**src/rtl/nmtc_pkg.sv**
```systemverilog
// Shared constants, types and helper functions for the mode truncation block.
package nmtc_pkg;

   // Default limits, overridable at the top level
   localparam int DEF_MAX_SMALL = 256;
   localparam int DEF_MAX_LARGE = 1024;
   localparam int DEF_MAX_DIMS  = 3;

   // Item commands
   localparam logic CMD_LOAD   = 1'b0;
   localparam logic CMD_SAMPLE = 1'b1;

   // Table selects
   localparam logic [1:0] SEL_X = 2'd0;
   localparam logic [1:0] SEL_Y = 2'd1;
   localparam logic [1:0] SEL_Z = 2'd2;

   // Register indexes
   localparam logic [3:0] CSR_NUM_DIMS   = 4'd0;
   localparam logic [3:0] CSR_MODE_ORDER = 4'd1;
   localparam logic [3:0] CSR_SMALL_X    = 4'd2;
   localparam logic [3:0] CSR_SMALL_Y    = 4'd3;
   localparam logic [3:0] CSR_SMALL_Z    = 4'd4;
   localparam logic [3:0] CSR_LARGE_X    = 4'd5;
   localparam logic [3:0] CSR_LARGE_Y    = 4'd6;
   localparam logic [3:0] CSR_LARGE_Z    = 4'd7;

   // Q8.24 rounding and magnitude limits
   localparam logic [31:0] ROUND_HALF = 32'h0080_0000;
   localparam logic [31:0] MAG_MAX    = 32'hFFFF_FFFF;
   localparam logic [31:0] POS_LIMIT  = 32'h007F_FFFF;
   localparam logic [31:0] NEG_LIMIT  = 32'h0080_0000;
   localparam logic [23:0] OUT_MAX    = 24'h7F_FFFF;
   localparam logic [23:0] OUT_MIN    = 24'h80_0000;

   // Magnitude of one sample part while it is scaled
   typedef struct packed {
      logic [31:0] mag;
      logic        over;
   } mag_type;

   // Per-dimension values derived from the size registers
   typedef struct packed {
      logic [10:0] grid;   // effective fine size
      logic [8:0]  n;      // effective retained count
      logic [7:0]  neg;    // negative modes
      logic [8:0]  nn;     // non-negative modes
      logic [10:0] lmn;    // first fine position of the negative range
   } dim_cfg_type;

   // Result of mapping one coordinate
   typedef struct packed {
      logic       keep;
      logic [7:0] idx;
      logic [8:0] pos;
   } map_type;

   // Saturated output part
   typedef struct packed {
      logic [23:0] val;
      logic        clip;
   } sat_type;

   function automatic dim_cfg_type derive_dim(logic [8:0] small_n, logic [10:0] large_n,
                                              int max_small, int max_large);
      dim_cfg_type r;
      logic [8:0]  n1;
      r.grid = (32'(large_n) > max_large) ? 11'(max_large) : large_n;
      n1     = (32'(small_n) > max_small) ? 9'(max_small) : small_n;
      r.n    = ({2'b00, n1} > r.grid) ? r.grid[8:0] : n1;
      r.neg  = r.n[8:1];
      r.nn   = r.n - {1'b0, r.neg};
      r.lmn  = r.grid - {3'b000, r.neg};
      return r;
   endfunction

   function automatic map_type map_dim(logic [9:0] c, dim_cfg_type d, logic fft_order);
      map_type    r;
      logic [10:0] c11;
      logic       low;
      logic       high;
      logic [7:0] i;
      c11   = {1'b0, c};
      low   = c11 < {2'b00, d.nn};
      high  = (c11 < d.grid) && (c11 >= d.lmn);
      i     = 8'(c11 - d.lmn);
      r.keep = low | high;
      // negative range reads the table mirrored
      r.idx = low ? c[7:0] : 8'(d.neg - i);
      if (fft_order) begin
         r.pos = low ? {1'b0, c[7:0]} : 9'(d.nn + {1'b0, i});
      end else begin
         r.pos = low ? 9'({1'b0, d.neg} + {1'b0, c[7:0]}) : {1'b0, i};
      end
      return r;
   endfunction

   function automatic sat_type saturate(mag_type m, logic neg);
      sat_type r;
      if (neg) begin
         r.clip = m.over | (m.mag > NEG_LIMIT);
         r.val  = r.clip ? OUT_MIN : 24'(24'd0 - m.mag[23:0]);
      end else begin
         r.clip = m.over | (m.mag > POS_LIMIT);
         r.val  = r.clip ? OUT_MAX : m.mag[23:0];
      end
      return r;
   endfunction

endpackage

```
**src/rtl/nmtc_scale.sv**
```systemverilog
// One scaling stage: both sample parts times one Q8.24 factor, rounded, saturated.
module nmtc_scale import nmtc_pkg::*; (
   input  logic        clock,
   input  logic        en,
   input  logic        use_dim,
   input  logic [31:0] fac,
   input  mag_type     re_src,
   input  mag_type     im_src,
   output mag_type     re_res,
   output mag_type     im_res
);

   mag_type re_in, im_in;
   mag_type re_ff, im_ff;

   function automatic mag_type mul_round(mag_type m, logic [31:0] f);
      logic [63:0] prod;
      logic [39:0] q;
      mag_type     r;
      prod   = {32'd0, m.mag} * {32'd0, f} + {32'd0, ROUND_HALF};
      q      = prod[63:24];
      r.over = m.over | (|q[39:32]);
      r.mag  = (|q[39:32]) ? MAG_MAX : q[31:0];
      return r;
   endfunction

   // unused dimension passes the magnitude through
   always_comb begin
      re_in = use_dim ? mul_round(re_src, fac) : re_src;
      im_in = use_dim ? mul_round(im_src, fac) : im_src;
   end

   always_ff @(posedge clock) begin
      if (en) begin
         re_ff <= re_in;
         im_ff <= im_in;
      end
   end

   assign re_res = re_ff;
   assign im_res = im_ff;

endmodule

```
**config.mk**
```make
export PLATFORM = sky130hd
export DESIGN_NAME = nmtc_scale
export DESIGN_NICKNAME = d
export VERILOG_FILES = /design/src/rtl/nmtc_pkg.sv /design/src/rtl/nmtc_scale.sv
export SDC_FILE = /design/constraint.sdc
export NUM_CORES = 2
export LEC_CHECK = 0
export BUFFER_PORTS_ARGS = -buffer_cell sky130_fd_sc_hd__buf_2
export CELL_PAD_IN_SITES_DETAIL_PLACEMENT = 1
export CELL_PAD_IN_SITES_GLOBAL_PLACEMENT = 2
export CORE_ASPECT_RATIO = 0.8
export CORE_MARGIN = 2
export CORE_UTILIZATION = 46
export CTS_CLUSTER_SIZE = 25
export DETAILED_ROUTE_END_ITERATION = 12
export PLACE_DENSITY = 0.95
export SLEW_MARGIN = 20
export SYNTH_ARGS = -nofsm -noshare
export SYNTH_HDL_FRONTEND = slang
export SYNTH_SLANG_ARGS = --single-unit
```
**constraint.sdc**
```tcl
create_clock -name clock -period 21.1 [get_ports clock]
set_input_delay 2.11 -clock clock [delete_from_list [all_inputs] [get_ports clock]]
set_output_delay 2.11 -clock clock [all_outputs]
set_load 0.05 [all_outputs]
```
Yosys cells after proc, flatten, opt, wreduce, memory -nomap -nowiden

Cells that the tools add are included.

Bitwise operators: 2
Multiplexer cells: 4
$add $sub $neg: 2
$mul: 2
Reductions and logical operators: 2

Operators with widths:

| kind                                                             | count |
|---|---|
| 64-bit by 24-bit adder with 64-bit output, second input constant | 2 |
| 32-bit by 32-bit multiplier with 64-bit output                   | 2 |
| 33-bit two-way mux                                               | 2 |
| 32-bit two-way mux                                               | 2 |
| 8-bit OR reduction                                               | 2 |
| 1-bit bitwise OR                                                 | 2 |

Logic and storage cells: 16
Bits in registers: 66
Output and inout port bits: 66
Bits of input ports: 101

Depth between registers and ports, before layout

Word-level depth: 5
Gate-level depth with buffers: 30
Gate-level depth less buffers: 26

Worst setup path before layout

OpenSTA, ideal clock, no wires.

Path kind: input to register
From: input fac[5]
To: register re_ff, in the netlist re_res[10], data pin
Data required time: 20.826 ns
Setup slack: 11.207 ns
Library setup time: 0.274 ns
Stages on the path: 29
Buffers on the path: 4
Data arrival time: 9.619 ns
Cell sequence: clkbuf_1 > clkbuf_1 > nand2_1 > fa_1 > inv_1 > fa_1 > fa_1 > inv_1 > fa_1 > inv_1 > fa_1 > fa_1 > fa_1 > inv_1 > fa_1 > inv_1 > ha_1 > clkbuf_1 > nand2_1 > or3_1 > nor4_1 > o21ai_0 > o221ai_1 > a21oi_1 > xnor2_1 > a311o_1 > nor4_4 > buf_2 > a31oi_1

RTL lines:

| element              | RTL line         | RTL |
|---|---|---|
| start, declared      | nmtc_scale.sv:6  | `input logic [31:0] fac,` |
| end signal, assigned | nmtc_scale.sv:35 | `re_ff <= re_in;` |
| end, declared        | nmtc_scale.sv:14 | `mag_type re_ff, im_ff;` |

==> reports/summary.txt <==
outcome: completed
vias: 52400
post-CTS sizing: 0
row count: 128
post-synthesis cell area: 70300 um2
worst min path class: input pin to flop
CTS Buf Count: 9
CTS max path bufs: 2
Reg area: 1980 um2
Hold Vio Cnt, Final: 0
Mapped Cells: 7729
port bufs: 166
Vias/cell: 5.51
CP Data Arrival Time: 11.42 ns
Clock Pin Slew Worst Setup and Hold Paths: 0.06 ns
vias in the first global route: 62000
Final ANT Viol Nets: 0
total gr overflow: 0
Slew Viols, Final: 0
Top FF cell, synth: edfxtp_1
Final period util: 0.536
largest net degree at the start of global routing: 67
max-capacitance violation count: 0
Avg WL per Cell: 23.8 um
CP max stage cell: o21ai_0
CP peak stage delay: 0.91 ns
Final TNS setup: 0 ns
Die ar.: 156000 um2
Synth Net Count: 10200
EDFF count, synth: 66
Initial Util: 0.462
die width: 441 um
# DRC: 0
Crit path required time: 21.21 ns
Detailed Route Iter0 Violations: 3656
Yosys reg bits: 66
Max Fclk: 88.4 MHz
layout cells sized above 1: 0.0353
Core Area: 152000 um2
H-tree depth: 3
Pre-antenna DRT Iters: 5
RSZ-0062 raised after global routing: false
Final #Nets: 9958
Post-CTS Hold Buffers: 0
Clock Tree Root: clkbuf_16
GRT Total Usage: 0.302
type of the worst setup path: input pin to flop
initial antenna violation count: 17
largest area contributor in the netlist: fa_1
Die H: 354 um
area of the multi-input gates: 59900 um2
post-route minimum period: 11.31 ns
first-pass GRT wire length: 362000 um
worst slew pin tran: 1.16 ns
Area contributors post-synth: fa_1 51%, and2_1 12%, ha_1 10%
# fillers: 17600
P&R area growth vs syn: 3.35%
CTS sink count: 66
final setup fails: 0
gpl congestion: 0.930
yosys warns: 0
Most common cell on crit path: fa_1
CP Capture Type: flop
Post-Route WL: 227000 um
Top Ports: 167
post-synthesis sequential area ratio: 0.0282
post-synth cell types: 70
Crit Path Max Fanout: 33
Setup Fix Bufs, Post-CTS: 0
ys async rst share: 0
hpwl dp: 172000 um
Rel. slew slack: 0.219
mean post-synth cell area: 9.09 um2
CTS tree: built
CP startpoint kind: input pin
area share of the largest cell type after synthesis: 0.511
==> worst paths after layout <==
kind | startpoint | endpoint | slack, ns | cells past startpoint
setup / recovery | fac[2] | re_res[3]$_DFFE_PP_ | 9.79 | 27
hold / removal | re_src[0] | re_res[0]$_DFFE_PP_ | 1.98 | 2
==> worst max-delay path: cells and delay by family <==
kind | cells | cell delay (ns)
AO/OA/AOI/OAI | 6 | 2.31
XOR/XNOR | 1 | 0.16
adder cells (fa/ha/maj) | 9 | 4.45
buffers and inverters | 8 | 1.75
AND/OR/NAND/NOR | 3 | 0.54
==> cells in the mapped netlist (all sizes together) (6+ instances only) <==
cell type     n
nand2       857
a21o         25
a211oi       14
o211ai        8
nor3         24
nor4         16
buf          11
nand4        58
o21bai       24
nor2        145
and2       1318
edfxtp       66
a21oi       162
xnor2        45
o21a         17
fa         1794
or2           8
nor2b         6
and3          7
nand2b        7
o21ai       106
xor2         36
nand3        21
a31oi        70
a211o         6
clkbuf      470
inv        1756
ha          568
==> cell families (layout without fill, tap and decap cells) <==
logic type,count (synthesis),after routing,share of synthesized area
AO/OA/AOI/OAI,496,496,0.0438
multiplexers,3,3,0.000445
flip-flops,66,66,0.0282
buffers and inverters,2237,2006,0.120
XOR/XNOR,81,81,0.0101
adder cells (fa/ha/maj),2362,2362,0.612
AND/OR/NAND/NOR,2484,2484,0.185
other,0,4,0
==> cell type report <==
type                       instances  share of cell area
antenna                            4            0.000138
clock buffer                      10             0.00315
clock inverter                     4            0.000947
inverter                        1756              0.0907
multi-input combinational       5426               0.824
sequential                        66              0.0273
tap                             2015              0.0347
timing repair buffer             236              0.0187
==> state kept, by name (all words and copies together), names as in the netlist <==
signal / count
im_res: 33
re_res: 33
==> through the flow <==
stage	instance area (um2)	setup WS (ns)	util	hold slack, ns	std cells
after detailed placement	72300	9.58	0.476	2.39	9499
after floorplan	70300	11.21	-	2.22	7729
after global routing	72600	9.46	0.478	1.97	9514
after global placement	72300	9.72	0.476	2.38	9499
after CTS	72600	9.98	0.478	1.95	9513
final	72600	9.79	0.478	1.98	9517
==> metal layers <==
layer / vias up / global-route usage / routed length (um)
met2: 1657 / 0.506 / 110000
met5: - / 0 / 0
met4: 0 / 0.0816 / 6280
met1: 28300 / 0.420 / 98000
met3: 343 / 0.0288 / 12000
li1: 22100 / - / -
==> layout by cell type (no fill, tap or decap), types with 6 or more instances in the layout <==
cell	n
fa_1	1794
inv_1	1756
and2_1	1318
nand2_1	857
ha_1	568
buf_2	164
a21oi_1	162
nor2_1	145
o21ai_0	102
buf_4	72
a31oi_1	70
edfxtp_1	66
nand4_1	58
xnor2_1	45
xor2_1	36
a21o_1	25
nor3_1	24
o21bai_1	24
nand3_1	21
o21a_1	17
nor4_1	14
a211oi_1	13
clkbuf_16	9
or2_2	8
o211ai_1	8
and3_1	7
nand2b_1	7
nor2b_1	6
a211o_1	6
Power is not shown: default switching activity piles up to over one toggle a cycle in this logic, so the estimate is an artifact.
