===== src/rtl/nmtc_pkg.sv =====
// Shared constants, types and helper functions for the mode truncation block.
package nmtc_pkg;

   // Default limits, overridable at the top level
   localparam int DEF_MAX_SMALL = 256;
   localparam int DEF_MAX_LARGE = 1024;
   localparam int DEF_MAX_DIMS  = 3;

   // Item commands
   localparam logic CMD_LOAD   = 1'b0;
   localparam logic CMD_SAMPLE = 1'b1;

   // Table selects
   localparam logic [1:0] SEL_X = 2'd0;
   localparam logic [1:0] SEL_Y = 2'd1;
   localparam logic [1:0] SEL_Z = 2'd2;

   // Register indexes
   localparam logic [3:0] CSR_NUM_DIMS   = 4'd0;
   localparam logic [3:0] CSR_MODE_ORDER = 4'd1;
   localparam logic [3:0] CSR_SMALL_X    = 4'd2;
   localparam logic [3:0] CSR_SMALL_Y    = 4'd3;
   localparam logic [3:0] CSR_SMALL_Z    = 4'd4;
   localparam logic [3:0] CSR_LARGE_X    = 4'd5;
   localparam logic [3:0] CSR_LARGE_Y    = 4'd6;
   localparam logic [3:0] CSR_LARGE_Z    = 4'd7;

   // Q8.24 rounding and magnitude limits
   localparam logic [31:0] ROUND_HALF = 32'h0080_0000;
   localparam logic [31:0] MAG_MAX    = 32'hFFFF_FFFF;
   localparam logic [31:0] POS_LIMIT  = 32'h007F_FFFF;
   localparam logic [31:0] NEG_LIMIT  = 32'h0080_0000;
   localparam logic [23:0] OUT_MAX    = 24'h7F_FFFF;
   localparam logic [23:0] OUT_MIN    = 24'h80_0000;

   // Magnitude of one sample part while it is scaled
   typedef struct packed {
      logic [31:0] mag;
      logic        over;
   } mag_type;

   // Per-dimension values derived from the size registers
   typedef struct packed {
      logic [10:0] grid;   // effective fine size
      logic [8:0]  n;      // effective retained count
      logic [7:0]  neg;    // negative modes
      logic [8:0]  nn;     // non-negative modes
      logic [10:0] lmn;    // first fine position of the negative range
   } dim_cfg_type;

   // Result of mapping one coordinate
   typedef struct packed {
      logic       keep;
      logic [7:0] idx;
      logic [8:0] pos;
   } map_type;

   // Saturated output part
   typedef struct packed {
      logic [23:0] val;
      logic        clip;
   } sat_type;

   function automatic dim_cfg_type derive_dim(logic [8:0] small_n, logic [10:0] large_n,
                                              int max_small, int max_large);
      dim_cfg_type r;
      logic [8:0]  n1;
      r.grid = (32'(large_n) > max_large) ? 11'(max_large) : large_n;
      n1     = (32'(small_n) > max_small) ? 9'(max_small) : small_n;
      r.n    = ({2'b00, n1} > r.grid) ? r.grid[8:0] : n1;
      r.neg  = r.n[8:1];
      r.nn   = r.n - {1'b0, r.neg};
      r.lmn  = r.grid - {3'b000, r.neg};
      return r;
   endfunction

   function automatic map_type map_dim(logic [9:0] c, dim_cfg_type d, logic fft_order);
      map_type    r;
      logic [10:0] c11;
      logic       low;
      logic       high;
      logic [7:0] i;
      c11   = {1'b0, c};
      low   = c11 < {2'b00, d.nn};
      high  = (c11 < d.grid) && (c11 >= d.lmn);
      i     = 8'(c11 - d.lmn);
      r.keep = low | high;
      // negative range reads the table mirrored
      r.idx = low ? c[7:0] : 8'(d.neg - i);
      if (fft_order) begin
         r.pos = low ? {1'b0, c[7:0]} : 9'(d.nn + {1'b0, i});
      end else begin
         r.pos = low ? 9'({1'b0, d.neg} + {1'b0, c[7:0]}) : {1'b0, i};
      end
      return r;
   endfunction

   function automatic sat_type saturate(mag_type m, logic neg);
      sat_type r;
      if (neg) begin
         r.clip = m.over | (m.mag > NEG_LIMIT);
         r.val  = r.clip ? OUT_MIN : 24'(24'd0 - m.mag[23:0]);
      end else begin
         r.clip = m.over | (m.mag > POS_LIMIT);
         r.val  = r.clip ? OUT_MAX : m.mag[23:0];
      end
      return r;
   endfunction

endpackage


===== src/rtl/nmtc_table.sv =====
// Correction factor table: one write port, one registered read port.
module nmtc_table import nmtc_pkg::*; #(
   parameter int DEPTH = DEF_MAX_SMALL / 2 + 1,
   parameter int AW    = $clog2(DEPTH)
) (
   input  logic          clock,
   input  logic          wr_en,
   input  logic [AW-1:0] wr_addr,
   input  logic [31:0]   wr_data,
   input  logic          rd_en,
   input  logic [AW-1:0] rd_addr,
   output logic [31:0]   rd_data
);

   logic [31:0] mem [DEPTH];
   logic [31:0] rd_data_ff;

   always_ff @(posedge clock) begin
      if (wr_en) begin
         mem[wr_addr] <= wr_data;
      end
      if (rd_en) begin
         rd_data_ff <= mem[rd_addr];
      end
   end

   assign rd_data = rd_data_ff;

endmodule


===== config.mk =====
export PLATFORM = sky130hd
export DESIGN_NAME = nmtc_table
export DESIGN_NICKNAME = d
export VERILOG_FILES = /design/src/rtl/nmtc_pkg.sv /design/src/rtl/nmtc_table.sv
export SDC_FILE = /design/constraint.sdc
export NUM_CORES = 2
export LEC_CHECK = 0
export BUFFER_PORTS_ARGS = -buffer_cell sky130_fd_sc_hd__buf_4
export CAP_MARGIN = 40
export CORE_AREA = 2 2 732 734
export CTS_CLUSTER_SIZE = 25
export DETAILED_ROUTE_END_ITERATION = 12
export DIE_AREA = 0 0 734 736
export GPL_TIMING_DRIVEN = 0
export PLACE_DENSITY = 0.54
export SLEW_MARGIN = 30
export SYNTH_ARGS = -nofsm -noshare
export SYNTH_HDL_FRONTEND = slang
export SYNTH_MEMORY_MAX_BITS = 65536
export SYNTH_SLANG_ARGS = --single-unit
export TNS_END_PERCENT = 100

===== constraint.sdc =====
create_clock -name clock -period 5.9 [get_ports clock]
set_clock_uncertainty 0.15 [all_clocks]
set_input_delay 1.18 -clock clock [delete_from_list [all_inputs] [get_ports clock]]
set_output_delay 1.18 -clock clock [all_outputs]
set_load 0.005 [all_outputs]

# Word-level counts from Yosys, hierarchy flattened

Memories as Yosys holds them, arrays and structs flattened. A register that Yosys moved wholly into a read port is not among the register bits.
Index checks and enable logic that the tools add are counted.

Bits in read-only memories: 0
Bits in writable memories: 4,128
Bits in registers: 0
Latch bits: 0
Memories kept: 1
Bits of input ports: 51
Output and inout port bits: 32

Memories:

| name | words | bits a word | read ports | clocked after Yosys merged registers in | wr ports | RTL line         | RTL |
|---|---|---|---|---|---|---|---|
| mem  | 129   | 32          | 1          | 1                                       | 1        | nmtc_table.sv:15 | `logic [31:0] mem [DEPTH];` |

Eq/ne operators: 0
$mul: 0
Add/subtract/negate cells: 0
Shift-type cells: 0
Reductions and logical operators: 0
$lt $le $gt $ge: 0
Bitwise operators: 0
Multiplexer cells: 2
Divide/modulo/power cells: 0

Operators with widths:

| kind    | count |
|---|---|
| $mux W1 | 2 |

# Logic depth before layout (Yosys ltp)

Depth in word-level cells: 2
Mapped depth: 13

# Least setup slack after synthesis

No wires, ideal clock.

Kind: input -> register
Start point: input wr_addr[0]
End point: memory mem[125][0] (enable)
Data required time: 5,329 ps
Path slack: 1,892 ps
Arrival: 3,437 ps
Buffers on the path: 2
Library setup time: 421 ps
Cell stages on the path: 5
Cell sequence: clkbuf_1 nor2b_1 clkbuf_1 nand4_1 nor2_1

RTL lines:

| element         | RTL line         | RTL |
|---|---|---|
| start, declared | nmtc_table.sv:8  | `input logic [AW-1:0] wr_addr,` |
| end, declared   | nmtc_table.sv:15 |  |

Straight into the memory's write port.

==> metrics.txt <==
Routed WL 481000 um; fin. max-slew vios 0; Max Clk Rate 0.177 GHz; Startpoint Class input port; gpl congestion ~0.9; Post-Synthesis Cells about 7.3k; Seq/Total Area, Yosys between 70% and 80%; vias 81.0k; Crit Reg-Reg Startpoint mem[70][18]$_DFFE_PP_; Placeable Area roughly 530000 um2; CTS Buf Count between 400 and 500; Hold Path Origin mem[128][19]$_DFFE_PP_; synthesized area per cell 21.7 um2; CTS sink count ~4.2k; Worst-Skew Late Latency around 0.99 ns; Setup-failing EPs final 0; area leader, netlist edfxtp_1; initial core utilization between 20 and 30%; layout cell share with drive strength beyond 1 approximately 25%; number of global-route vias before repair ~80k; Power Total 0.0628 W; Synth cell types 39; crit-path max FO 10; initial drt markers 11.9k; max cap viols 0; Post-CTS Resized 0; Setup CP Type in -> reg; Synth Register Bits about 4.2k; antenna-violating nets left 0; status completed; # IOs 83; top post-synthesis cells by area edfxtp_1 79%, mux4_2 10%, mux2i_1 4.5%, o22ai_1 0.63%, a22oi_1 0.60%; Slew @ Worst Pin approximately 1.1 ns; Overall Global Routing Usage around 17%; die area ~540000 um2; largest net degree at the start of global routing 130; Mapped Nets about 7.4k; Hold Fails Final Rpt 0; minimum clock period between 5 and 6 ns; critical path arrival 6.31 ns; setup bufs post-CTS 0; number of core rows 268; pre-CTS WS -0.597 ns; EDFF count, synth roughly 4.2k; R2R Path End rd_data[18]$_DFFE_PP_; # DRC 0; HP Class reg -> reg; global-route wire length before repair roughly 660000 um; clock tree buffer depth 4; Die Span X about 730 um; DP Area between 150000 and 200000 um2; initial antenna violation count 60; drt wl/cell slightly above 30 um; ys flop type edfxtp_1; Die Height 736 um; Power per Cell Area 329 nW/um2; Crit. End Element register; CTS tree done; area grow syn2layout 20.0%; RSZ-0062 raised after global routing no; Port Buffer Count between 70 and 80; Peak VDD IR approximately 0.25 mV; leak pwr 59.9 nW; Slew headroom approximately 26%; fillers approximately 48k; Final Instance Area 191000 um2; Final Cycle Share between 90% and 100%; Post-CTS Hold Buffers 0; DP HPWL 338000 um; nets approximately 8.2k; post-synth top area share ~79%; yosys warns 0; iteration count of the initial detailed-routing pass 7; drt via density ~5.2; WHS Path Cells 2; post-route worst setup slack about 0.25 ns; grt ovf 0; Hold EP rd_data[19]$_DFFE_PP_; required time worst endpoint between 6 and 7 ns; CTS root buf clkbuf_16; synthesized area roughly 160000 um2; CTS clk-pin slew, worst paths 0.06 ns; Async SR Flop Fraction 0%; Worst Reg-to-Reg Cells 6; R2R Setup Slk approximately 2.4 ns; H-Tree Depth 5
## synth_stat cells (all sizes together) (43+ instances only)
| library cell | number |
|---|---|
| nor2b | 43 |
| clkbuf | 232 |
| buf | 208 |
| a21oi | 191 |
| mux2i | 709 |
| nand2 | 81 |
| a22oi | 128 |
| nor2 | 204 |
| a221oi | 94 |
| mux4 | 735 |
| nor3 | 66 |
| o211ai | 64 |
| o22ai | 161 |
| mux2 | 63 |
| edfxtp | 4160 |
## cells by family after synthesis
| logic type | synth area share [%] |
|---|---|
| multiplexers | 15.3 |
| AO/OA/AOI/OAI | 3.38 |
| buffers and inverters | 1.43 |
| flip-flops | 78.5 |
| AND/OR/NAND/NOR | 1.34 |
## cells in the final DEF (no fill, tap or decap), types with 15 or more instances in the layout
cell type	synthesis	routed
a221o_1	32	32
clkinv_2	0	74
diode_2	0	22
o211ai_1	64	64
or4_1	31	31
clkinv_1	0	111
o41ai_1	32	32
clkinvlp_4	0	15
mux2i_1	709	709
clkbuf_2	0	25
a22oi_1	128	128
a211oi_1	32	32
nor2_1	204	73
buf_12	3	17
nand2_1	81	80
nor2b_1	43	43
mux4_2	735	735
o221ai_1	32	32
bufinv_16	0	45
mux2_2	63	63
nor3_1	66	66
clkbuf_16	0	430
edfxtp_1	4160	4160
buf_2	105	118
clkbuf_1	230	281
buf_16	0	225
buf_8	1	48
a221oi_1	94	94
buf_6	22	46
a21oi_1	191	191
o22ai_1	161	161
nor2_4	0	129
buf_4	66	146
## registers in the layout, summed over array words and instances, names as in the netlist
name     cells
mem       4128
rd_data     32
## layout make-up
cell class	instances	area, um2	share of cell area, %
Antenna cell	22	55.1	0.0289
Buffer	440	2300	1.21
Clock buffer	506	11000	5.79
Clock inverter	272	2640	1.39
Inverter	2	7.51	0.00393
Multi-Input combinational cell	2743	32900	17.2
Sequential cell	4160	125000	65.5
Tap cell	7020	8780	4.60
Timing Repair Buffer	407	8170	4.28
## critical path: stages
cell	delay (ns)
buf_4	0.21
buf_2	0.48
buf_4	0.36
buf_4	0.37
buf_2	0.67
buf_2	0.48
mux2i_1	0.20
a221oi_1	0.91
o211ai_1	0.64
o211ai_1	0.45
buf_4	0.27
## power by group
part | switching (W) | internal, W
combinational | 0.00237 | 0.00109
sequential | 0.0000513 | 0.0326
clock | 0.0114 | 0.0153
## stage by stage
stage	util, %	cells	hold WS (ns)	setup TNS, ns
floorplan	-	7345	0.368	0
finish	35.9	15600	0.399	0
global route	35.9	15600	0.415	0
CTS	35.8	15500	0.384	0
detailed placement	33.3	14800	0.381	-7.97
global placement	31.7	14400	0.389	-782.96
## worst max path at each step
| stage | slack (ns) | to | cells after the start | start |
|---|---|---|---|---|
| after floorplan | 1.89 | mem[125][0]$_DFFE_PP_ | 5 | wr_addr[0] |
| after global placement | -1.52 | rd_data[18]$_DFFE_PP_ | 9 | rd_addr[2] |
| after global routing | 0.33 | rd_data[16]$_DFFE_PP_ | 11 | rd_addr[1] |
| after detailed placement | -0.60 | rd_data[16]$_DFFE_PP_ | 11 | rd_addr[1] |
| final | 0.25 | rd_data[16]$_DFFE_PP_ | 11 | rd_addr[1] |
| after CTS | 0.45 | rd_data[16]$_DFFE_PP_ | 11 | rd_addr[1] |
## layer usage
layer	GRT usage (%)	vias to the layer above	wire, um
met2	27.2	3949	222000
li1	-	32800	-
met1	23.6	43500	194000
met4	7.21	8	22500
met3	3.16	752	42300
met5	0	-	71
No activity file was read; power rests on OpenSTA's default activity.
